==> config.mk <==
export PLATFORM = sky130hd
export DESIGN_NAME = fault_rule_trigger_table_core
export DESIGN_NICKNAME = d
export VERILOG_FILES = /design/src/frtt_pkg.sv /design/src/frtt_rule_mem.sv /design/src/frtt_match_unit.sv /design/src/fault_rule_trigger_table_core.sv
export SDC_FILE = /design/constraint.sdc
export NUM_CORES = 2
export LEC_CHECK = 0
export BUFFER_PORTS_ARGS = -buffer_cell sky130_fd_sc_hd__clkbuf_2
export CORE_MARGIN = 3
export CORE_UTILIZATION = 44
export CTS_CLUSTER_DIAMETER = 40
export DETAILED_ROUTE_END_ITERATION = 16
export HOLD_SLACK_MARGIN = 0.12
export MAX_ROUTING_LAYER = met4
export PLACE_DENSITY = 0.65
export SLEW_MARGIN = 5
export SYNTH_ARGS = -nofsm -noshare
export SYNTH_HDL_FRONTEND = slang
export SYNTH_HIERARCHICAL = 1
export SYNTH_SLANG_ARGS = --single-unit
export TNS_END_PERCENT = 50
==> constraint.sdc <==
create_clock -name aclk -period 19.35 [get_ports aclk]
set_input_delay 0.9675 -clock aclk [delete_from_list [all_inputs] [get_ports aclk]]
set_output_delay 0.9675 -clock aclk [all_outputs]
set_load 0.01 [all_outputs]
==> src/frtt_pkg.sv <==
// shared codes, default sizes and the match unit flag group of the fault rule table
// no dependencies
`timescale 1ns / 1ps
`default_nettype none

package frtt_pkg;

    // operation codes carried in the input tuser field
    localparam logic [1:0] FUNC_REGISTER = 2'd0;
    localparam logic [1:0] FUNC_CLEAR    = 2'd1;
    localparam logic [1:0] FUNC_CHECK    = 2'd2;

    // default table geometry
    localparam int RULES_DEF      = 16;
    localparam int POINT_BITS_DEF = 8;
    localparam int COUNT_BITS_DEF = 32;

    // fixed field widths of the stream words
    localparam int IN_DATA_BITS  = 72;
    localparam int OUT_DATA_BITS = 40;
    localparam int TOTAL_BITS    = 32;
    localparam int ACTIVE_BITS   = 5;

    typedef struct packed {
        logic match;     // entry point equals the point being checked
        logic skipping;  // entry still in its skip phase
    } frtt_eval_t;

endpackage

`default_nettype wire

==> src/frtt_rule_mem.sv <==
// rule storage: one write port and one registered read port
// no dependencies
`timescale 1ns / 1ps
`default_nettype none

module frtt_rule_mem #(
    parameter int DEPTH     = 16,
    parameter int ADDR_BITS = 4,
    parameter int WIDTH     = 104
) (
    input  wire logic                 aclk,
    input  wire logic                 wr_en,
    input  wire logic [ADDR_BITS-1:0] wr_addr,
    input  wire logic [WIDTH-1:0]     wr_data,
    input  wire logic                 rd_en,
    input  wire logic [ADDR_BITS-1:0] rd_addr,
    output logic      [WIDTH-1:0]     rd_data
);

    logic [WIDTH-1:0] mem [DEPTH];

    always_ff @(posedge aclk) begin
        if (wr_en) begin
            mem[wr_addr] <= wr_data;
        end
        if (rd_en) begin
            rd_data <= mem[rd_addr];
        end
    end

endmodule

`default_nettype wire

==> src/frtt_match_unit.sv <==
// shared match unit: point compare, skip phase compare and saturating hit increment
// depends on frtt_pkg
`timescale 1ns / 1ps
`default_nettype none

module frtt_match_unit #(
    parameter int POINT_BITS = 8,
    parameter int COUNT_BITS = 32
) (
    input  wire logic [POINT_BITS-1:0] check_point,
    input  wire logic [POINT_BITS-1:0] entry_point,
    input  wire logic [COUNT_BITS-1:0] entry_skip,
    input  wire logic [COUNT_BITS-1:0] entry_hit,
    output frtt_pkg::frtt_eval_t       flags,
    output logic      [COUNT_BITS-1:0] hit_next
);

    import frtt_pkg::*;

    always_comb begin
        flags.match    = (entry_point == check_point);
        flags.skipping = (entry_hit < entry_skip);
        // saturate at the top of the counter
        hit_next = (&entry_hit) ? entry_hit : entry_hit + COUNT_BITS'(1);
    end

endmodule

`default_nettype wire

==> src/fault_rule_trigger_table_core.sv <==
// Fault rule trigger table: stream ports, sequencer, rule memory and shared match unit.
// Depends on frtt_pkg, frtt_rule_mem and frtt_match_unit.
//
// Usage: one input word per operation on the s_axis channel, one result word per
// operation on the m_axis channel. s_axis_tuser carries the operation: register
// appends a rule, clear empties the table and zeroes the trigger total, check
// scans the rules for the given point. Every result carries fail, status, the
// trigger total and the number of rules in the table after the operation.
// Sequence: register, clear and unused codes pass from idle to the response state,
// which loads the result register. A check reads one rule at a time in the evaluate
// state, then passes through the fire state when a rule fires and through the move
// state when a fired rule is retired by moving the last rule into its slot, before
// the response state. The scan is set by the single registered read port of the rule
// memory feeding the match unit, one rule a cycle.
// s_axis_tready is high only while the sequencer is idle; one operation is worked on
// at a time. A result waits in the output register while m_axis_tready is low; the
// next operation may be accepted meanwhile and its result then holds until the
// register frees. Reset empties the table and zeroes the trigger total at once;
// rule memory contents are left as they are.
`timescale 1ns / 1ps
`default_nettype none

module fault_rule_trigger_table_core #(
    parameter int RULES      = frtt_pkg::RULES_DEF,
    parameter int POINT_BITS = frtt_pkg::POINT_BITS_DEF,
    parameter int COUNT_BITS = frtt_pkg::COUNT_BITS_DEF
) (
    input  wire logic                               aclk,
    input  wire logic                               aresetn,
    input  wire logic                               s_axis_tvalid,
    output logic                                    s_axis_tready,
    // point [7:0], skip [39:8], limit [71:40]
    input  wire logic [frtt_pkg::IN_DATA_BITS-1:0]  s_axis_tdata,
    // func [1:0]
    input  wire logic [1:0]                         s_axis_tuser,
    output logic                                    m_axis_tvalid,
    input  wire logic                               m_axis_tready,
    // fail [0], status [1], trigger total [33:2], rule count [38:34], zero [39]
    output logic      [frtt_pkg::OUT_DATA_BITS-1:0] m_axis_tdata
);

    import frtt_pkg::*;

    localparam int IDX_BITS   = (RULES > 1) ? $clog2(RULES) : 1;
    localparam int CNT_BITS   = $clog2(RULES + 1);
    localparam int ENTRY_BITS = POINT_BITS + 3 * COUNT_BITS;

    localparam logic [2:0] ST_IDLE = 3'd0;
    localparam logic [2:0] ST_EVAL = 3'd1;
    localparam logic [2:0] ST_FIRE = 3'd2;
    localparam logic [2:0] ST_MOVE = 3'd3;
    localparam logic [2:0] ST_RESP = 3'd4;

    logic [2:0]            state_reg, state_next;
    logic [CNT_BITS-1:0]   count_reg, count_next;
    logic [TOTAL_BITS-1:0] trig_reg, trig_next;
    logic [IDX_BITS-1:0]   idx_reg, idx_next;
    logic [POINT_BITS-1:0] pt_reg, pt_next;
    logic                  fail_reg, fail_next;
    logic                  status_reg, status_next;
    logic [COUNT_BITS-1:0] fire_hit_reg, fire_hit_next;
    logic [COUNT_BITS-1:0] fire_skip_reg, fire_skip_next;
    logic [COUNT_BITS-1:0] fire_limit_reg, fire_limit_next;
    logic                  m_tvalid_reg, m_tvalid_next;
    logic [OUT_DATA_BITS-1:0] m_tdata_reg, m_tdata_next;

    logic                  mem_we, mem_re;
    logic [IDX_BITS-1:0]   mem_waddr, mem_raddr;
    logic [ENTRY_BITS-1:0] mem_wdata, mem_rdata;

    logic [POINT_BITS-1:0] rd_point;
    logic [COUNT_BITS-1:0] rd_skip, rd_limit, rd_hit, hit_next;
    frtt_eval_t            flags;

    logic [POINT_BITS-1:0] in_point;
    logic [IDX_BITS-1:0]   last_idx;
    logic                  more_rules;
    logic                  retire;
    logic                  accept;

    assign s_axis_tready = (state_reg == ST_IDLE);
    assign accept        = s_axis_tvalid && s_axis_tready;
    assign m_axis_tvalid = m_tvalid_reg;
    assign m_axis_tdata  = m_tdata_reg;

    assign in_point = POINT_BITS'(s_axis_tdata[7:0]);
    assign {rd_point, rd_skip, rd_limit, rd_hit} = mem_rdata;
    assign last_idx   = IDX_BITS'(count_reg - CNT_BITS'(1));
    assign more_rules = (CNT_BITS'(idx_reg) + CNT_BITS'(1)) < count_reg;
    // fired rule has used up its firing budget
    assign retire = (fire_limit_reg != '0) &&
                    ((fire_hit_reg - fire_skip_reg) >= fire_limit_reg);

    frtt_rule_mem #(
        .DEPTH     (RULES),
        .ADDR_BITS (IDX_BITS),
        .WIDTH     (ENTRY_BITS)
    ) u_rule_mem (
        .aclk    (aclk),
        .wr_en   (mem_we),
        .wr_addr (mem_waddr),
        .wr_data (mem_wdata),
        .rd_en   (mem_re),
        .rd_addr (mem_raddr),
        .rd_data (mem_rdata)
    );

    frtt_match_unit #(
        .POINT_BITS (POINT_BITS),
        .COUNT_BITS (COUNT_BITS)
    ) u_match_unit (
        .check_point (pt_reg),
        .entry_point (rd_point),
        .entry_skip  (rd_skip),
        .entry_hit   (rd_hit),
        .flags       (flags),
        .hit_next    (hit_next)
    );

    always_comb begin
        state_next      = state_reg;
        count_next      = count_reg;
        trig_next       = trig_reg;
        idx_next        = idx_reg;
        pt_next         = pt_reg;
        fail_next       = fail_reg;
        status_next     = status_reg;
        fire_hit_next   = fire_hit_reg;
        fire_skip_next  = fire_skip_reg;
        fire_limit_next = fire_limit_reg;
        m_tvalid_next   = m_tvalid_reg && !m_axis_tready;
        m_tdata_next    = m_tdata_reg;
        mem_we          = 1'b0;
        mem_waddr       = idx_reg;
        mem_wdata       = mem_rdata;
        mem_re          = 1'b0;
        mem_raddr       = '0;

        case (state_reg)
            ST_IDLE: begin
                if (s_axis_tvalid) begin
                    fail_next   = 1'b0;
                    status_next = 1'b0;
                    state_next  = ST_RESP;
                    case (s_axis_tuser)
                        FUNC_REGISTER: begin
                            if (count_reg >= CNT_BITS'(RULES)) begin
                                status_next = 1'b1;
                            end else begin
                                mem_we     = 1'b1;
                                mem_waddr  = count_reg[IDX_BITS-1:0];
                                mem_wdata  = {in_point,
                                              COUNT_BITS'(s_axis_tdata[39:8]),
                                              COUNT_BITS'(s_axis_tdata[71:40]),
                                              {COUNT_BITS{1'b0}}};
                                count_next = count_reg + CNT_BITS'(1);
                            end
                        end
                        FUNC_CLEAR: begin
                            count_next = '0;
                            trig_next  = '0;
                        end
                        FUNC_CHECK: begin
                            pt_next = in_point;
                            if (count_reg != '0) begin
                                mem_re     = 1'b1;
                                mem_raddr  = '0;
                                idx_next   = '0;
                                state_next = ST_EVAL;
                            end
                        end
                        default: begin
                        end
                    endcase
                end
            end
            ST_EVAL: begin
                if (flags.match) begin
                    mem_we    = 1'b1;
                    mem_waddr = idx_reg;
                    mem_wdata = {rd_point, rd_skip, rd_limit, hit_next};
                end
                if (flags.match && !flags.skipping) begin
                    fire_hit_next   = hit_next;
                    fire_skip_next  = rd_skip;
                    fire_limit_next = rd_limit;
                    trig_next       = trig_reg + TOTAL_BITS'(1);
                    fail_next       = 1'b1;
                    state_next      = ST_FIRE;
                end else if (more_rules) begin
                    mem_re    = 1'b1;
                    mem_raddr = idx_reg + IDX_BITS'(1);
                    idx_next  = idx_reg + IDX_BITS'(1);
                end else begin
                    state_next = ST_RESP;
                end
            end
            ST_FIRE: begin
                state_next = ST_RESP;
                if (retire) begin
                    count_next = count_reg - CNT_BITS'(1);
                    if (idx_reg != last_idx) begin
                        // fetch the last rule to fill the gap
                        mem_re     = 1'b1;
                        mem_raddr  = last_idx;
                        state_next = ST_MOVE;
                    end
                end
            end
            ST_MOVE: begin
                mem_we     = 1'b1;
                mem_waddr  = idx_reg;
                mem_wdata  = mem_rdata;
                state_next = ST_RESP;
            end
            ST_RESP: begin
                if (!m_tvalid_reg || m_axis_tready) begin
                    m_tvalid_next = 1'b1;
                    m_tdata_next  = {1'b0, ACTIVE_BITS'(count_reg), trig_reg,
                                     status_reg, fail_reg};
                    state_next    = ST_IDLE;
                end
            end
            default: begin
                state_next = ST_IDLE;
            end
        endcase
    end

    always_ff @(posedge aclk) begin
        if (!aresetn) begin
            state_reg    <= ST_IDLE;
            count_reg    <= '0;
            trig_reg     <= '0;
            m_tvalid_reg <= 1'b0;
        end else begin
            state_reg    <= state_next;
            count_reg    <= count_next;
            trig_reg     <= trig_next;
            m_tvalid_reg <= m_tvalid_next;
        end
    end

    always_ff @(posedge aclk) begin
        idx_reg        <= idx_next;
        pt_reg         <= pt_next;
        fail_reg       <= fail_next;
        status_reg     <= status_next;
        fire_hit_reg   <= fire_hit_next;
        fire_skip_reg  <= fire_skip_next;
        fire_limit_reg <= fire_limit_next;
        m_tdata_reg    <= m_tdata_next;
    end

    a_count_bound: assert property (@(posedge aclk) disable iff (!aresetn)
        count_reg <= CNT_BITS'(RULES))
        else $error("rule count beyond table size");

    a_clear_empties: assert property (@(posedge aclk) disable iff (!aresetn)
        (accept && s_axis_tuser == FUNC_CLEAR) |=> (count_reg == '0 && trig_reg == '0))
        else $error("clear did not empty the table");

    a_register_grows: assert property (@(posedge aclk) disable iff (!aresetn)
        (accept && s_axis_tuser == FUNC_REGISTER && count_reg < CNT_BITS'(RULES))
        |=> (count_reg == $past(count_reg) + CNT_BITS'(1)))
        else $error("register did not append a rule");

    a_scan_in_table: assert property (@(posedge aclk) disable iff (!aresetn)
        (state_reg == ST_EVAL) |-> (CNT_BITS'(idx_reg) < count_reg))
        else $error("scan index past the last rule");

    a_move_after_fire: assert property (@(posedge aclk) disable iff (!aresetn)
        (state_reg == ST_MOVE) |-> ($past(state_reg) == ST_FIRE))
        else $error("rule move without a retiring fire");

endmodule

`default_nettype wire

==> impl_metrics.sql <==
INSERT INTO impl_metrics (metric_group, metric, value, unit) VALUES
('outcome', 'status', 'finished clean', ''),
('clock_network', 'clock-sinks', '1958', ''),
('clock_network', 'post_cts_resized', '0', ''),
('critical_path', 'path_class', 'flip-flop to flip-flop', ''),
('timing', 'setup-tns-final', '0', 'ps'),
('placed_design', 'place_worst_setup_slack', '10010', 'ps'),
('detailed_routing', 'post-route-drc-count', '0', ''),
('floorplan', 'starting_density_of_the_core', '0.4447', ''),
('floorplan', 'die_height', '426.1', 'um'),
('synthesis', 'count_of_flip_flops_with_a_built_in_enable_after_synthesis', '1917', ''),
('critical_path', 'crit_chain', 'ha_1 > a2111o_1 > o21ai_0 > a21oi_1 > o31ai_1 > o21a_1 > mux2i_1 > o2111ai_1 > ha_1 > nand4_1 > nor2_1 > a22oi_1 > a311oi_1 > nor3b_1 > o21ai_1 > o22ai_4 > buf_4 > buf_4 > buf_4 > buf_4 > mux4_2 > a22oi_1 > nand2_1', ''),
('clock_network', 'cts_hold_buf', '0', ''),
('synthesis', 'combinational_family_with_the_most_area_after_synthesis', 'multiplexers', ''),
('critical_path', 'worst_setup_path_start_kind', 'flip-flop', ''),
('synthesis', 'synth_top_area_share', '0.7414', ''),
('detailed_routing', 'drt_iter0_markers', '4562', ''),
('floorplan', 'fp.dieArea', '181500', 'um2'),
('layout', 'largest_register', 'u_rule_mem/mem', ''),
('power', 'sequentialPowerShare', '0.504', ''),
('detailed_routing', 'drtAntennaViolNets', '0', ''),
('placed_design', 'hpwlAfterDp', '93.58', 'mm'),
('clock_network', 'cts_tree', 'built', ''),
('layout', 'num-nets-final', '4432', ''),
('synthesis', 'synthDominantAreaCellType', 'edfxtp_1', ''),
('power', 'power.share.clock', '0.482', ''),
('power', 'p_comb_frac', '0.014', ''),
('layout', 'multi_input_comb_area', '18080', 'um2'),
('timing', 'timing.final.ws_setup', '10030', 'ps'),
('layout', 'layout.cell_area.non_filler', '89200', 'um2'),
('timing', 'setup_viol_count_final', '0', ''),
('synthesis', 'synth_area_per_cell', '19.37', 'um2'),
('layout', 'drive_above_1_share', '0.2333', ''),
('clock_network', 'clock_tree.htree_level_count', '4', ''),
('grt', 'vias_in_the_first_global_route', '39970', ''),
('placed_design', 'placement.io_buffers', '118', ''),
('power', 'ir_worst_vdd', '0.09015', 'mV'),
('synthesis', 'summed_instance_area_of_the_synthesized_netlist', '77650', 'um2'),
('detailed_routing', 'vias_per_cell', '5.914', ''),
('critical_path', 'critPathMostFrequentCell', 'buf_4', ''),
('layout', 'largest_register_ff_count', '1664', ''),
('critical_path', 'worstPathRequired', '19940', 'ps'),
('critical_path', 'cpMaxStageDelayCell', 'buf_4', ''),
('synthesis', 'synth.yosys.seq_area_share', '0.7519', ''),
('synthesis', 'synthAdderAreaFrac', '0.01718', ''),
('placed_design', 'detailed_place.area', '81040', 'um2'),
('synthesis', 'synth.top_cells.by_area', 'edfxtp_1, mux4_2, a22oi_1', ''),
('timing', 'clock-skew-final', '63.61', 'ps'),
('synthesis', 'share_of_cell_area_taken_by_muxes_after_synthesis', '0.1212', ''),
('power', 'p_leak', '28.74', 'nW'),
('synthesis', 'ys_dominant_reg_cell', 'edfxtp_1', ''),
('critical_path', 'worstRegToRegCells', '23', ''),
('worst_hold_path', 'whs_path_depth', '1', ''),
('critical_path', 'critical_path.max_stage_delay', '980', 'ps'),
('synthesis', 'synth-compound-area-share', '0.04130', ''),
('synthesis', 'postSynthNetCount', '4192', ''),
('power', 'power_switching_share', '0.2095', ''),
('synthesis', 'leading_cell_type_by_number_of_instances_after_synthesis', 'edfxtp_1', ''),
('layout', 'n_fill_cell', '13770', ''),
('timing', 'max_clock_freq', '0.1073', 'GHz'),
('synthesis', 'synthArstFlopShare', '0', ''),
('clock_network', 'clockBufferDepth', '3', ''),
('synthesis', 'post_synthesis_instance_total', '4008', ''),
('job', 'maxCapViolCount', '0', ''),
('detailed_routing', 'wl_per_cell', '27.54', 'um'),
('grt', 'largest_net_degree_at_the_start_of_global_routing', '114', ''),
('grt', 'grt_usage', '0.2133', ''),
('floorplan', 'ios', '120', ''),
('clock_network', 'cts.root.buffer_cell', 'clkbuf_16', ''),
('timing', 'worst-slew-pin-transition', '1152', 'ps'),
('grt', 'global_route.overflow_total', '0', ''),
('critical_path', 'worstSetupEndpointType', 'flip-flop', '');
-- final timing paths --
| check | start | endpoint | slack [ps] |
|---|---|---|---|
| max | fire_hit_reg[6] | u_rule_mem/rd_data[85] | 10030 |
| min | s_axis_tdata[2] | pt_reg[2] | 320 |
| max reg2reg | fire_hit_reg[6] | u_rule_mem/rd_data[85] | 10030 |
| min reg2reg | fail_reg | m_axis_tdata[0] | 420 |
-- kinds of logic after synthesis --
group           count (synthesis)
simple gates                  686
buf+inv                       297
flops                        1958
other cells                     1
xor+xnor                       88
compound gates                452
fa+ha+maj                     106
mux                           420
-- cells in the final DEF (no fill, tap or decap), types with 11 or more instances in the layout --
cell / netlist / layout
nor2_1: 96 / 81
ha_1: 105 / 105
mux4_2: 416 / 416
o21a_1: 11 / 11
clkinv_4: 0 / 23
dfxtp_1: 41 / 41
clkinv_2: 0 / 22
xor2_1: 30 / 30
buf_4: 5 / 51
and3_1: 18 / 18
clkinvlp_4: 0 / 23
a22oi_1: 213 / 213
clkbuf_16: 0 / 236
nor2_4: 0 / 14
nand2_1: 389 / 388
inv_8: 0 / 12
inv_6: 0 / 27
clkinv_1: 0 / 33
inv_1: 119 / 118
nand4_1: 32 / 32
a21o_1: 20 / 20
o21ai_0: 50 / 49
a22o_1: 31 / 31
a21oi_1: 61 / 61
xnor2_1: 58 / 58
buf_12: 0 / 12
nand3_1: 39 / 39
clkbuf_1: 94 / 28
edfxtp_1: 1917 / 1917
nor3_1: 24 / 19
clkbuf_2: 0 / 118
bufinv_16: 0 / 25
-- cell type report --
class,count,area share
Clock inverter,180,0.02350
Inverter,119,0.005036
Timing Repair Buffer,181,0.01361
Multi-Input combinational cell,1753,0.2027
Antenna cell,4,0.0001122
Clock buffer,267,0.06785
Sequential cell,1958,0.6546
Tap cell,2325,0.03261
-- stage by stage --
stage | utilization | power [mW] | hold WS [ps] | cells
floorplan | - | 4.831 | 400.3 | 4008
global placement | 0.4642 | 4.888 | 405.5 | 6336
detailed placement | 0.4642 | 4.893 | 409.9 | 6336
CTS | 0.5108 | 9.342 | 251.1 | 6783
global route | 0.5109 | 9.549 | 283.0 | 6785
finish | 0.5109 | 9.270 | 320.3 | 6787
-- critical path: cells and delay by family, from the launching register on --
kind | cells | cell delay, ps
fa+ha+maj | 2 | 680
simple gates | 4 | 730
buf+inv | 4 | 3350
mux | 2 | 630
compound gates | 11 | 3210
flops | 1 | 380
-- power by group through the flow --
| stage | clock network [mW] | registers, mW | logic, mW |
|---|---|---|---|
| 5_1_grt | 4.73 | 4.67 | 0.143 |
| 4_1_cts | 4.54 | 4.67 | 0.131 |
| 2_1_floorplan | 0 | 4.76 | 0.0706 |
| 6_report | 4.47 | 4.67 | 0.129 |
| 3_3_place_gp | 0 | 4.76 | 0.127 |
| 3_5_place_dp | 0 | 4.76 | 0.131 |
-- per-layer routing --
metal	vias up	wire length (um)	part of all wire	global-route usage
met5	-	0	0	-
met4	0	3980	0.021	0.05503
met3	284	14830	0.079	0.03189
met2	1741	87350	0.47	0.3208
met1	21270	80750	0.43	0.3082
li1	16840	-	-	-
Note: power is estimated with default switching activity, not from simulation.
